==> config.mk <==
export PLATFORM = sky130hd
export DESIGN_NAME = running_mean_variance_3axis
export DESIGN_NICKNAME = d
export VERILOG_FILES = /design/src/hw/rtl/rmv_pkg.sv /design/src/hw/rtl/rmv_mul.sv /design/src/hw/rtl/rmv_div.sv /design/src/hw/rtl/rmv_datapath.sv /design/src/hw/rtl/rmv_ctrl.sv /design/src/hw/rtl/running_mean_variance_3axis.sv
export SDC_FILE = /design/constraint.sdc
export NUM_CORES = 2
export LEC_CHECK = 0
export BUFFER_PORTS_ARGS = -buffer_cell sky130_fd_sc_hd__buf_2
export CORE_UTILIZATION = 30
export CTS_BUF_LIST = sky130_fd_sc_hd__clkbuf_8
export CTS_CLUSTER_SIZE = 16
export DETAILED_ROUTE_END_ITERATION = 7
export GPL_ROUTABILITY_DRIVEN = 0
export SETUP_SLACK_MARGIN = 0.4
export SLEW_MARGIN = 20
export SYNTH_ARGS = -nofsm -noshare
export SYNTH_HDL_FRONTEND = slang
export SYNTH_SLANG_ARGS = --single-unit
==> constraint.sdc <==
create_clock -name clk -period 12.76 [get_ports clk]
set_input_delay 0.638 -clock clk [delete_from_list [all_inputs] [get_ports clk]]
set_output_delay 0.638 -clock clk [all_outputs]
set_load 0.01 [all_outputs]
==> src/hw/rtl/rmv_pkg.sv <==
// rmv_pkg: shared constants, command and status types for the running mean/variance block
// no dependencies; used by every module under hw/rtl
package rmv_pkg;

  localparam int SAMPLE_BITS_DEF = 16;
  localparam int COUNT_BITS_DEF  = 24;
  localparam int FRAC_BITS_DEF   = 8;

  localparam int AXES    = 3;
  localparam int AXIS_W  = 2;
  localparam int MUL_DIG = 8;   // multiplier digit width, bits per cycle

  typedef logic [AXIS_W-1:0] axis_t;

  localparam axis_t AXIS_LAST = axis_t'(AXES - 1);

  // operand selection for the shared multiplier
  typedef enum logic [1:0] {
    MUL_NN,
    MUL_SQ,
    MUL_NSQ
  } mul_sel_t;

  typedef struct packed {
    logic     take_in;
    logic     acc_en;
    axis_t    axis;
    logic     mul_start;
    mul_sel_t mul_sel;
    logic     div_start;
    logic     div_mean;
    logic     cap_nn;
    logic     cap_ssq;
    logic     cap_mean;
    logic     cap_spread;
    logic     load_out;
  } rmv_cmd_t;

  typedef struct packed {
    logic mul_busy;
    logic div_busy;
  } rmv_sts_t;

endpackage

==> src/hw/rtl/rmv_mul.sv <==
// rmv_mul: digit-serial unsigned multiplier, MUL_DIG bits of b per cycle, msb digit first
// depends on rmv_pkg
module rmv_mul import rmv_pkg::*; #(
  parameter int A_W = 2 * SAMPLE_BITS_DEF + COUNT_BITS_DEF - 2,
  parameter int B_W = SAMPLE_BITS_DEF + COUNT_BITS_DEF - 1
) (
  input  logic               clk,
  input  logic               rst_n,
  input  logic               start,
  input  logic [A_W-1:0]     a,
  input  logic [B_W-1:0]     b,
  output logic               busy,
  output logic [A_W+B_W-1:0] prod
);

  localparam int ND    = (B_W + MUL_DIG - 1) / MUL_DIG;
  localparam int BP_W  = ND * MUL_DIG;
  localparam int P_W   = A_W + B_W;
  localparam int CNT_W = $clog2(ND + 1);

  logic               busy_r;
  logic [CNT_W-1:0]   cnt_r;
  logic [A_W-1:0]     a_r;
  logic [BP_W-1:0]    b_r;
  logic [P_W-1:0]     acc_r;
  logic [P_W-1:0]     acc_nxt;
  logic [MUL_DIG-1:0] dig;
  logic [A_W+MUL_DIG-1:0] part;

  always_comb begin
    dig     = b_r[BP_W-1 -: MUL_DIG];
    part    = (A_W + MUL_DIG)'(a_r) * (A_W + MUL_DIG)'(dig);
    acc_nxt = (acc_r << MUL_DIG) + P_W'(part);
  end

  always_ff @(posedge clk) begin
    if (!rst_n) begin
      busy_r <= 1'b0;
      cnt_r  <= '0;
    end else if (start) begin
      busy_r <= 1'b1;
      cnt_r  <= CNT_W'(ND);
    end else if (busy_r) begin
      cnt_r <= cnt_r - 1'b1;
      if (cnt_r == CNT_W'(1)) begin
        busy_r <= 1'b0;
      end
    end
  end

  always_ff @(posedge clk) begin
    if (start) begin
      a_r   <= a;
      b_r   <= BP_W'(b);
      acc_r <= '0;
    end else if (busy_r) begin
      b_r   <= b_r << MUL_DIG;
      acc_r <= acc_nxt;
    end
  end

  assign busy = busy_r;
  assign prod = acc_r;

endmodule

==> src/hw/rtl/rmv_div.sv <==
// rmv_div: restoring radix-2 divider, one quotient bit per cycle, step count per job
// depends on rmv_pkg; the caller preloads the high remainder so only quotient bits iterate
module rmv_div import rmv_pkg::*; #(
  parameter int DV_W = 2 * COUNT_BITS_DEF,
  parameter int Q_W  = 2 * SAMPLE_BITS_DEF + FRAC_BITS_DEF - 1
) (
  input  logic                     clk,
  input  logic                     rst_n,
  input  logic                     start,
  input  logic [DV_W-1:0]          divisor,
  input  logic [DV_W-1:0]          rem_init,
  input  logic [Q_W-1:0]           lo_init,
  input  logic [$clog2(Q_W+1)-1:0] steps,
  output logic                     busy,
  output logic [Q_W-1:0]           quo
);

  localparam int CNT_W = $clog2(Q_W + 1);

  logic             busy_r;
  logic [CNT_W-1:0] cnt_r;
  logic [DV_W-1:0]  dvs_r;
  logic [DV_W-1:0]  rem_r;
  logic [DV_W-1:0]  rem_nxt;
  logic [Q_W-1:0]   lo_r;
  logic [Q_W-1:0]   quo_r;
  logic [DV_W:0]    cat;
  logic [DV_W+1:0]  diff;
  logic             qbit;

  always_comb begin
    cat     = {rem_r, lo_r[Q_W-1]};
    diff    = {1'b0, cat} - {2'b00, dvs_r};
    qbit    = !diff[DV_W+1];
    rem_nxt = qbit ? diff[DV_W-1:0] : cat[DV_W-1:0];
  end

  always_ff @(posedge clk) begin
    if (!rst_n) begin
      busy_r <= 1'b0;
      cnt_r  <= '0;
    end else if (start) begin
      busy_r <= 1'b1;
      cnt_r  <= steps;
    end else if (busy_r) begin
      cnt_r <= cnt_r - 1'b1;
      if (cnt_r == CNT_W'(1)) begin
        busy_r <= 1'b0;
      end
    end
  end

  always_ff @(posedge clk) begin
    if (start) begin
      dvs_r <= divisor;
      rem_r <= rem_init;
      lo_r  <= lo_init;
      quo_r <= '0;
    end else if (busy_r) begin
      rem_r <= rem_nxt;
      lo_r  <= lo_r << 1;
      quo_r <= {quo_r[Q_W-2:0], qbit};
    end
  end

  assign busy = busy_r;
  assign quo  = quo_r;

endmodule

==> src/hw/rtl/rmv_datapath.sv <==
// rmv_datapath: sample count, per-axis sums and sums of squares, shared multiplier and divider,
// result staging and output registers; depends on rmv_pkg, rmv_mul, rmv_div
module rmv_datapath import rmv_pkg::*; #(
  parameter int SAMPLE_BITS = SAMPLE_BITS_DEF,
  parameter int COUNT_BITS  = COUNT_BITS_DEF,
  parameter int FRAC_BITS   = FRAC_BITS_DEF
) (
  input  logic                                 clk,
  input  logic                                 rst_n,
  input  rmv_cmd_t                             cmd,
  output rmv_sts_t                             sts,
  input  logic signed [SAMPLE_BITS-1:0]        accel_x,
  input  logic signed [SAMPLE_BITS-1:0]        accel_y,
  input  logic signed [SAMPLE_BITS-1:0]        accel_z,
  output logic signed [SAMPLE_BITS+FRAC_BITS-1:0] mean_x,
  output logic signed [SAMPLE_BITS+FRAC_BITS-1:0] mean_y,
  output logic signed [SAMPLE_BITS+FRAC_BITS-1:0] mean_z,
  output logic [2*SAMPLE_BITS+FRAC_BITS-2:0]   spread_x,
  output logic [2*SAMPLE_BITS+FRAC_BITS-2:0]   spread_y,
  output logic [2*SAMPLE_BITS+FRAC_BITS-2:0]   spread_z,
  output logic [COUNT_BITS-1:0]                sample_total,
  output logic                                 saturated
);

  localparam int S        = SAMPLE_BITS;
  localparam int C        = COUNT_BITS;
  localparam int SUM_W    = S + C;
  localparam int MAG_W    = S + C - 1;
  localparam int SQ_W     = 2 * S + C - 2;
  localparam int MEAN_W   = S + FRAC_BITS;
  localparam int SPREAD_W = 2 * S + FRAC_BITS - 1;
  localparam int NN_W     = 2 * C;
  localparam int NUM0_W   = 2 * MAG_W;
  localparam int NUM_W    = NUM0_W + FRAC_BITS;
  localparam int DMEAN_W  = MAG_W + FRAC_BITS;
  localparam int MA_W     = SQ_W;
  localparam int MB_W     = MAG_W;
  localparam int MP_W     = MA_W + MB_W;
  localparam int DV_W     = NN_W;
  localparam int Q_W      = SPREAD_W;
  localparam int DCNT_W   = $clog2(Q_W + 1);

  // accumulated state
  logic [C-1:0]            count_r;
  logic                    full_r;
  logic signed [SUM_W-1:0] sum_r [AXES];
  logic [SQ_W-1:0]         sq_r  [AXES];
  logic signed [S-1:0]     smp_r [AXES];

  // intermediate products and staged results
  logic [NN_W-1:0]     nn_r;
  logic [NUM0_W-1:0]   ssq_r;
  logic [MEAN_W-1:0]   mean_res_r [AXES];
  logic [SPREAD_W-1:0] spr_res_r  [AXES];
  logic [MEAN_W-1:0]   out_mean_r [AXES];
  logic [SPREAD_W-1:0] out_spr_r  [AXES];
  logic [C-1:0]        out_total_r;
  logic                out_sat_r;

  logic signed [SUM_W-1:0] sel_sum;
  logic [SUM_W-1:0]        neg_sum;
  logic [MAG_W-1:0]        mag;
  logic signed [S-1:0]     sel_smp;
  logic signed [2*S-1:0]   smp_sq;

  logic [MA_W-1:0] mul_a;
  logic [MB_W-1:0] mul_b;
  logic [MP_W-1:0] mul_prod;
  logic            mul_busy;

  logic [DMEAN_W-1:0] dm;
  logic [NUM0_W:0]    num0_full;
  logic [NUM0_W-1:0]  num0;
  logic [NUM_W-1:0]   dn;
  logic [DV_W-1:0]    div_dvs;
  logic [DV_W-1:0]    div_rem0;
  logic [Q_W-1:0]     div_lo0;
  logic [DCNT_W-1:0]  div_steps;
  logic [Q_W-1:0]     div_quo;
  logic               div_busy;
  logic [MEAN_W-1:0]  q_mean;
  logic [MEAN_W-1:0]  mean_val;

  always_comb begin
    sel_sum = sum_r[cmd.axis];
    neg_sum = -sel_sum;
    mag     = sel_sum[SUM_W-1] ? neg_sum[MAG_W-1:0] : sel_sum[MAG_W-1:0];
    sel_smp = smp_r[cmd.axis];
    smp_sq  = sel_smp * sel_smp;
  end

  // multiplier operand selection
  always_comb begin
    case (cmd.mul_sel)
      MUL_NN: begin
        mul_a = MA_W'(count_r);
        mul_b = MB_W'(count_r);
      end
      MUL_SQ: begin
        mul_a = MA_W'(mag);
        mul_b = mag;
      end
      MUL_NSQ: begin
        mul_a = sq_r[cmd.axis];
        mul_b = MB_W'(count_r);
      end
      default: begin
        mul_a = '0;
        mul_b = '0;
      end
    endcase
  end

  // divider job setup: high part of the dividend goes straight into the remainder
  always_comb begin
    dm        = DMEAN_W'(mag) << FRAC_BITS;
    num0_full = {1'b0, mul_prod[NUM0_W-1:0]} - {1'b0, ssq_r};
    num0      = num0_full[NUM0_W] ? '0 : num0_full[NUM0_W-1:0];
    dn        = NUM_W'(num0) << FRAC_BITS;
    if (cmd.div_mean) begin
      div_dvs   = DV_W'(count_r);
      div_rem0  = DV_W'(dm >> MEAN_W);
      div_lo0   = Q_W'(dm[MEAN_W-1:0]) << (Q_W - MEAN_W);
      div_steps = DCNT_W'(MEAN_W);
    end else begin
      div_dvs   = nn_r;
      div_rem0  = DV_W'(dn >> Q_W);
      div_lo0   = dn[Q_W-1:0];
      div_steps = DCNT_W'(Q_W);
    end
    q_mean   = div_quo[MEAN_W-1:0];
    mean_val = sel_sum[SUM_W-1] ? -q_mean : q_mean;
  end

  rmv_mul #(
    .A_W (MA_W),
    .B_W (MB_W)
  ) u_mul (
    .clk   (clk),
    .rst_n (rst_n),
    .start (cmd.mul_start),
    .a     (mul_a),
    .b     (mul_b),
    .busy  (mul_busy),
    .prod  (mul_prod)
  );

  rmv_div #(
    .DV_W (DV_W),
    .Q_W  (Q_W)
  ) u_div (
    .clk      (clk),
    .rst_n    (rst_n),
    .start    (cmd.div_start),
    .divisor  (div_dvs),
    .rem_init (div_rem0),
    .lo_init  (div_lo0),
    .steps    (div_steps),
    .busy     (div_busy),
    .quo      (div_quo)
  );

  // statistics state
  always_ff @(posedge clk) begin
    if (!rst_n) begin
      count_r <= '0;
      full_r  <= 1'b0;
      for (int a = 0; a < AXES; a++) begin
        sum_r[a] <= '0;
        sq_r[a]  <= '0;
      end
    end else begin
      if (cmd.take_in) begin
        full_r <= &count_r;
        if (!(&count_r)) begin
          count_r <= count_r + 1'b1;
        end
      end
      if (cmd.acc_en && !full_r) begin
        sum_r[cmd.axis] <= sel_sum + SUM_W'(sel_smp);
        sq_r[cmd.axis]  <= sq_r[cmd.axis] + SQ_W'($unsigned(smp_sq));
      end
    end
  end

  // payload registers
  always_ff @(posedge clk) begin
    if (cmd.take_in) begin
      smp_r[0] <= accel_x;
      smp_r[1] <= accel_y;
      smp_r[2] <= accel_z;
    end
    if (cmd.cap_nn) begin
      nn_r <= mul_prod[NN_W-1:0];
    end
    if (cmd.cap_ssq) begin
      ssq_r <= mul_prod[NUM0_W-1:0];
    end
    if (cmd.cap_mean) begin
      mean_res_r[cmd.axis] <= mean_val;
    end
    if (cmd.cap_spread) begin
      spr_res_r[cmd.axis] <= div_quo;
    end
    if (cmd.load_out) begin
      for (int a = 0; a < AXES; a++) begin
        out_mean_r[a] <= mean_res_r[a];
        out_spr_r[a]  <= spr_res_r[a];
      end
      out_total_r <= count_r;
      out_sat_r   <= full_r;
    end
  end

  assign sts.mul_busy = mul_busy;
  assign sts.div_busy = div_busy;

  assign mean_x       = $signed(out_mean_r[0]);
  assign mean_y       = $signed(out_mean_r[1]);
  assign mean_z       = $signed(out_mean_r[2]);
  assign spread_x     = out_spr_r[0];
  assign spread_y     = out_spr_r[1];
  assign spread_z     = out_spr_r[2];
  assign sample_total = out_total_r;
  assign saturated    = out_sat_r;

endmodule

==> src/hw/rtl/rmv_ctrl.sv <==
// rmv_ctrl: sequencer for one request: n*n multiply, then per axis accumulate, mean divide,
// two multiplies and spread divide; owns the stream handshakes; depends on rmv_pkg
module rmv_ctrl import rmv_pkg::*; (
  input  logic     clk,
  input  logic     rst_n,
  input  logic     in_tvalid,
  output logic     in_tready,
  output logic     out_tvalid,
  input  logic     out_tready,
  output rmv_cmd_t cmd,
  input  rmv_sts_t sts
);

  typedef enum logic [7:0] {
    S_IDLE = 8'b0000_0001,
    S_NN   = 8'b0000_0010,
    S_ACC  = 8'b0000_0100,
    S_MEAN = 8'b0000_1000,
    S_SQ   = 8'b0001_0000,
    S_NSQ  = 8'b0010_0000,
    S_SPR  = 8'b0100_0000,
    S_OUT  = 8'b1000_0000
  } state_t;

  state_t state_r, state_nxt;
  logic   pend_r, pend_nxt;      // unit start still to be issued in this state
  axis_t  axis_r, axis_nxt;
  logic   out_valid_r, out_valid_nxt;

  always_comb begin
    state_nxt     = state_r;
    pend_nxt      = pend_r;
    axis_nxt      = axis_r;
    out_valid_nxt = out_valid_r && !out_tready;
    cmd           = '0;
    cmd.axis      = axis_r;
    cmd.mul_sel   = MUL_NN;
    in_tready     = 1'b0;
    case (state_r)
      S_IDLE: begin
        in_tready = 1'b1;
        if (in_tvalid) begin
          cmd.take_in = 1'b1;
          state_nxt   = S_NN;
          pend_nxt    = 1'b1;
          axis_nxt    = '0;
        end
      end
      S_NN: begin
        cmd.mul_sel = MUL_NN;
        if (pend_r) begin
          cmd.mul_start = 1'b1;
          pend_nxt      = 1'b0;
        end else if (!sts.mul_busy) begin
          cmd.cap_nn = 1'b1;
          state_nxt  = S_ACC;
        end
      end
      S_ACC: begin
        cmd.acc_en = 1'b1;
        state_nxt  = S_MEAN;
        pend_nxt   = 1'b1;
      end
      S_MEAN: begin
        cmd.div_mean = 1'b1;
        if (pend_r) begin
          cmd.div_start = 1'b1;
          pend_nxt      = 1'b0;
        end else if (!sts.div_busy) begin
          cmd.cap_mean = 1'b1;
          state_nxt    = S_SQ;
          pend_nxt     = 1'b1;
        end
      end
      S_SQ: begin
        cmd.mul_sel = MUL_SQ;
        if (pend_r) begin
          cmd.mul_start = 1'b1;
          pend_nxt      = 1'b0;
        end else if (!sts.mul_busy) begin
          cmd.cap_ssq = 1'b1;
          state_nxt   = S_NSQ;
          pend_nxt    = 1'b1;
        end
      end
      S_NSQ: begin
        cmd.mul_sel = MUL_NSQ;
        if (pend_r) begin
          cmd.mul_start = 1'b1;
          pend_nxt      = 1'b0;
        end else if (!sts.mul_busy) begin
          state_nxt = S_SPR;
          pend_nxt  = 1'b1;
        end
      end
      S_SPR: begin
        if (pend_r) begin
          cmd.div_start = 1'b1;
          pend_nxt      = 1'b0;
        end else if (!sts.div_busy) begin
          cmd.cap_spread = 1'b1;
          if (axis_r == AXIS_LAST) begin
            state_nxt = S_OUT;
          end else begin
            axis_nxt  = axis_r + 1'b1;
            state_nxt = S_ACC;
          end
        end
      end
      S_OUT: begin
        if (!out_valid_r || out_tready) begin
          cmd.load_out  = 1'b1;
          out_valid_nxt = 1'b1;
          state_nxt     = S_IDLE;
        end
      end
      default: begin
        state_nxt = S_IDLE;
        pend_nxt  = 1'b0;
      end
    endcase
  end

  always_ff @(posedge clk) begin
    if (!rst_n) begin
      state_r     <= S_IDLE;
      pend_r      <= 1'b0;
      axis_r      <= '0;
      out_valid_r <= 1'b0;
    end else begin
      state_r     <= state_nxt;
      pend_r      <= pend_nxt;
      axis_r      <= axis_nxt;
      out_valid_r <= out_valid_nxt;
    end
  end

  assign out_tvalid = out_valid_r;

`ifndef SYNTHESIS
  a_idle_units: assert property (@(posedge clk) disable iff (!rst_n)
    in_tready |-> !(sts.mul_busy || sts.div_busy))
    else $error("request taken while a unit is still busy");

  a_mul_start: assert property (@(posedge clk) disable iff (!rst_n)
    cmd.mul_start |-> !sts.mul_busy)
    else $error("multiplier restarted while busy");

  a_div_start: assert property (@(posedge clk) disable iff (!rst_n)
    cmd.div_start |-> !sts.div_busy)
    else $error("divider restarted while busy");

  a_load_out: assert property (@(posedge clk) disable iff (!rst_n)
    cmd.load_out |=> out_tvalid)
    else $error("result loaded but not presented");

  a_axis_range: assert property (@(posedge clk) disable iff (!rst_n)
    axis_r <= AXIS_LAST)
    else $error("axis index out of range");
`endif

endmodule

==> src/hw/rtl/running_mean_variance_3axis.sv <==
// running_mean_variance_3axis: top level, running mean and population variance of three axes
// depends on rmv_pkg, rmv_ctrl, rmv_datapath (which holds rmv_mul and rmv_div)
//
// channel  dir  handshake              payload
// in_      in   in_tvalid/in_tready    in_tdata: accel_x, accel_y, accel_z
// out_     out  out_tvalid/out_tready  out_tdata: means, spreads, count; out_tuser: saturated
//
// the one-bit-per-cycle divider is shared by all six quotients, and the 8-bit-digit
//   multiplier is shared by n*n, sum^2 and n*sumsq
// reset clears count, sums and sums of squares; no clearing pass
// a new request is taken while the previous result waits in the output register;
//   the block stalls before loading a result only if the previous one is still not taken
module running_mean_variance_3axis import rmv_pkg::*; #(
  parameter int SAMPLE_BITS = SAMPLE_BITS_DEF,
  parameter int COUNT_BITS  = COUNT_BITS_DEF,
  parameter int FRAC_BITS   = FRAC_BITS_DEF
) (
  input  logic clk,
  input  logic rst_n,
  input  logic in_tvalid,
  output logic in_tready,
  // accel_x, accel_y, accel_z, zero pad to whole bytes
  input  logic [((3*SAMPLE_BITS+7)/8)*8-1:0] in_tdata,
  output logic out_tvalid,
  input  logic out_tready,
  // mean_x, mean_y, mean_z, spread_x, spread_y, spread_z, sample_total, zero pad
  output logic [((3*(SAMPLE_BITS+FRAC_BITS)+3*(2*SAMPLE_BITS+FRAC_BITS-1)+COUNT_BITS+7)/8)*8-1:0]
               out_tdata,
  // saturated
  output logic out_tuser
);

  localparam int S        = SAMPLE_BITS;
  localparam int MEAN_W   = SAMPLE_BITS + FRAC_BITS;
  localparam int SPREAD_W = 2 * SAMPLE_BITS + FRAC_BITS - 1;
  localparam int OUT_W    = 3 * MEAN_W + 3 * SPREAD_W + COUNT_BITS;
  localparam int OUT_TD_W = ((OUT_W + 7) / 8) * 8;

  rmv_cmd_t cmd;
  rmv_sts_t sts;

  logic signed [MEAN_W-1:0] mean_x, mean_y, mean_z;
  logic [SPREAD_W-1:0]      spread_x, spread_y, spread_z;
  logic [COUNT_BITS-1:0]    sample_total;
  logic                     saturated;

  // sequencer: handshakes and command stream
  rmv_ctrl u_ctrl (
    .clk        (clk),
    .rst_n      (rst_n),
    .in_tvalid  (in_tvalid),
    .in_tready  (in_tready),
    .out_tvalid (out_tvalid),
    .out_tready (out_tready),
    .cmd        (cmd),
    .sts        (sts)
  );

  // accumulators, arithmetic units and result registers
  rmv_datapath #(
    .SAMPLE_BITS (SAMPLE_BITS),
    .COUNT_BITS  (COUNT_BITS),
    .FRAC_BITS   (FRAC_BITS)
  ) u_dp (
    .clk          (clk),
    .rst_n        (rst_n),
    .cmd          (cmd),
    .sts          (sts),
    .accel_x      ($signed(in_tdata[S-1:0])),
    .accel_y      ($signed(in_tdata[2*S-1:S])),
    .accel_z      ($signed(in_tdata[3*S-1:2*S])),
    .mean_x       (mean_x),
    .mean_y       (mean_y),
    .mean_z       (mean_z),
    .spread_x     (spread_x),
    .spread_y     (spread_y),
    .spread_z     (spread_z),
    .sample_total (sample_total),
    .saturated    (saturated)
  );

  // fields packed from bit 0 up, zero filled to the byte boundary
  assign out_tdata = OUT_TD_W'({sample_total, spread_z, spread_y, spread_x,
                                mean_z, mean_y, mean_x});
  assign out_tuser = saturated;

endmodule

==> impl_metrics.tcl <==
set metrics [dict create \
    synth_cell_type_count 95 \
    cap_violations 0 \
    drtIter0Drc 4862 \
    grt_pass1_wl_um 358000 \
    cts_tree "done" \
    min_period_ps 11190 \
    antenna_found_initial 15 \
    ys_seq_area_share_pct 45.1 \
    status "finished, final reports clean" \
    vias 58900 \
    ys_top_cells_by_count "edfxtp_1 (1173), inv_1 (1014), nand2_1 (733)" \
    cp.arrival_ps 11810 \
    cts_setup_buffers 0 \
    numCtsBuffers 214 \
    required_ps 13380 \
    post-route-period-util_pct 87.7 \
    synth_most_common_cell "edfxtp_1" \
    fp.coreArea_sq_um 283000 \
    die_w_um 536 \
    die_area_sq_um 287000 \
    relSlewSlack_pct 21.6 \
    grt_max_degree 153 \
    grt_use_total_pct 16.0 \
    ys_ff_latch 1341 \
    hold_path.startpoint "in_tdata[26]" \
    synth_area_leaders "edfxtp_1 (41%), fa_1 (14%), ha_1 (5.6%)" \
    synth_area_per_cell_sq_um 11.0 \
    worst_setup_path_start_kind "register" \
    cp-end-kind "register" \
    synthToLayoutAreaGrowth_pct 11.8 \
    cts_resized 0 \
    slew_violations 0 \
    drc_errors 0 \
    hp-class "input pin to register" \
    synth_top_flop_cell "edfxtp_1" \
    viasPerCell 4.93 \
    wire_per_inst_um 19.5 \
    hold_viol 0 \
    first_pass_iters 6 \
    hpwlAfterDp_um 173000 \
    start_util_pct 30.2 \
    io_buffer_count 267 \
    ant_nets 0 \
    grt_pass1_vias 59800 \
    layout-drive-gt1-share_pct 9.76 \
    synth_warnings 0 \
    yosys.area.top_type "edfxtp_1" \
    worst-setup-path-type "register to register" \
    clkLatencyLatePin_ps 1010 \
    syn_area_sq_um 85500 \
    die_h_um 536 \
    setup_viol 0 \
    rows 195 \
    async_flop_share_pct 0 \
    grt-ovfl-total 0 \
    nFillCells 28200 \
    htreeDepth 4 \
    wl_um 233000 \
    ctsLongestPathBuffers 4 \
    fmax_ghz 0.0894 \
    worst_pin_slew_ps 1180 \
    cts_root_buf "clkbuf_8" \
    syn_inst 7748 \
    clk_transition_reported_paths_ps 60 \
    worst_path_max_delay_cell "dfxtp_4" \
    tns_ps 0 \
    worstPathMaxFanout 34 \
    rsz0062_at_grt "no" \
    netlist.area_leader.share_pct 41.2 \
    cts_sinks 1341 \
    synth_edf_count 1173 \
    ios 271 \
    slowest_delay_ps 830 \
    fin_skew_ps 124 \
    finalNetCount 9059 \
]
==> path summary, 6_finish.rpt <==
path                       endpoint  slack (ps)  depth (start not counted)
max                u_dp.sq_r[1][47]        1570                         35
min               u_dp.smp_r[1][10]          60                          1
max reg2reg        u_dp.sq_r[1][47]        1570                         35
min reg2reg  u_dp.out_spr_r[0][105]         390                          0
==> critical path, delay by kind of cell (launching register included) <==
kind | cells | cell delay, ps
xor+xnor | 2 | 400
compound gates | 11 | 3180
fa+ha+maj | 8 | 3940
simple gates | 7 | 1310
buf+inv | 6 | 850
mux | 1 | 290
flops | 1 | 830
==> cells by family (layout without fill, tap and decap cells) <==
| family | count (synthesis) | count (layout) | synth area share, % |
|---|---|---|---|
| adder cells (fa/ha/maj) | 987 | 987 | 19.7 |
| AND/OR/NAND/NOR | 2145 | 2145 | 11.5 |
| multiplexers | 214 | 214 | 3.89 |
| XOR/XNOR | 392 | 392 | 4.03 |
| AO/OA/AOI/OAI | 1321 | 1321 | 9.74 |
| other | 1 | 19 | 0.00438 |
| buffers and inverters | 1347 | 1782 | 6.04 |
| flip-flops | 1341 | 1341 | 45.1 |
==> layer usage <==
metal  track usage, %  vias up  wire [um]  share of wire (%)
met4             4.91       12       5740                2.5
met1             22.0    29500     104000                 45
met5                0        -         75              0.032
met3             2.52      366      15800                6.8
met2             25.9     2114     108000                 46
li1                 -    26900          -                  -
==> layout make-up <==
class	count	area, sq um	area share (%)
inverter	1023	3850	4.02
antenna	16	40.0	0.0419
clock inverter	151	1090	1.14
sequential	1341	38600	40.4
multi-input combinational	5062	41900	43.8
timing repair buffer	378	2300	2.41
tap	3743	4680	4.90
clock buffer	230	3170	3.31
==> state kept, by name (all words and copies together), names as in the netlist, 2 cells and up, named ones only <==
register	cells
u_dp.u_div.quo	39
u_dp.sample_total	24
u_dp.count_r	24
u_dp.out_spr_r	117
u_dp.mean_res_r	72
u_dp.nn_r	48
u_dp.sum_r	160
u_dp.spr_res_r	117
u_dp.u_div.cnt_r	6
u_dp.u_mul.a_r	54
u_dp.sq_r	216
u_dp.smp_r	48
u_dp.u_mul.prod	78
u_dp.ssq_r	78
u_dp.out_mean_r	72
u_dp.u_mul.b_r	40
u_dp.u_div.rem_r	48
u_dp.u_div.dvs_r	48
u_ctrl.state_r	8
u_dp.u_mul.cnt_r	3
u_ctrl.axis_r	2
u_dp.u_div.lo_r	31
==> stage by stage <==
stage	hold slack (ps)	worst slack, ps	instances	util [%]	area (sq um)
after floorplan	400	1950	7750	-	85600
after global placement	400	1780	11500	32.1	90900
after detailed placement	405	1640	11500	32.1	90900
after CTS	36.0	1540	11900	33.8	95600
after global routing	35.0	882	11900	33.8	95700
final	56.2	1570	11900	33.8	95700
==> cells in the final DEF (no fill, tap or decap), types with 16 or more instances in the layout <==
master | synthesis | final
mux4_2 | 88 | 88
clkinv_1 | 7 | 44
dfxtp_1 | 168 | 163
o22ai_1 | 28 | 28
o21a_1 | 52 | 51
clkbuf_8 | 0 | 230
a21oi_1 | 406 | 406
o21ai_0 | 275 | 275
nor2b_1 | 76 | 76
nand2_1 | 733 | 725
a22oi_1 | 27 | 27
edfxtp_1 | 1173 | 1173
and2_1 | 245 | 244
buf_4 | 11 | 62
buf_2 | 32 | 267
clkinv_2 | 0 | 34
o31ai_1 | 33 | 33
xor2_1 | 165 | 165
inv_1 | 1014 | 1059
nand2b_1 | 46 | 46
xnor2_1 | 225 | 224
nand3_1 | 72 | 72
mux2i_1 | 119 | 119
nor2_1 | 712 | 709
diode_2 | 0 | 16
and3_1 | 36 | 34
a211oi_1 | 37 | 37
o211ai_1 | 18 | 18
a21o_1 | 185 | 185
a21boi_0 | 22 | 22
dlygate4sd3_1 | 0 | 48
nor3_1 | 56 | 53
o21bai_1 | 56 | 56
a31oi_1 | 42 | 42
fa_1 | 605 | 605
nand4_1 | 72 | 72
ha_1 | 382 | 382
==> what timing repair did <==
action,CTS,global route
endpoints found under the setup margin,0,0
hold endpoints to repair,49,0
hold buffers,48,0
Power is left out: the tool's default activity adds up to more than one toggle a clock period on the data nets, which glitch-free logic cannot reach.
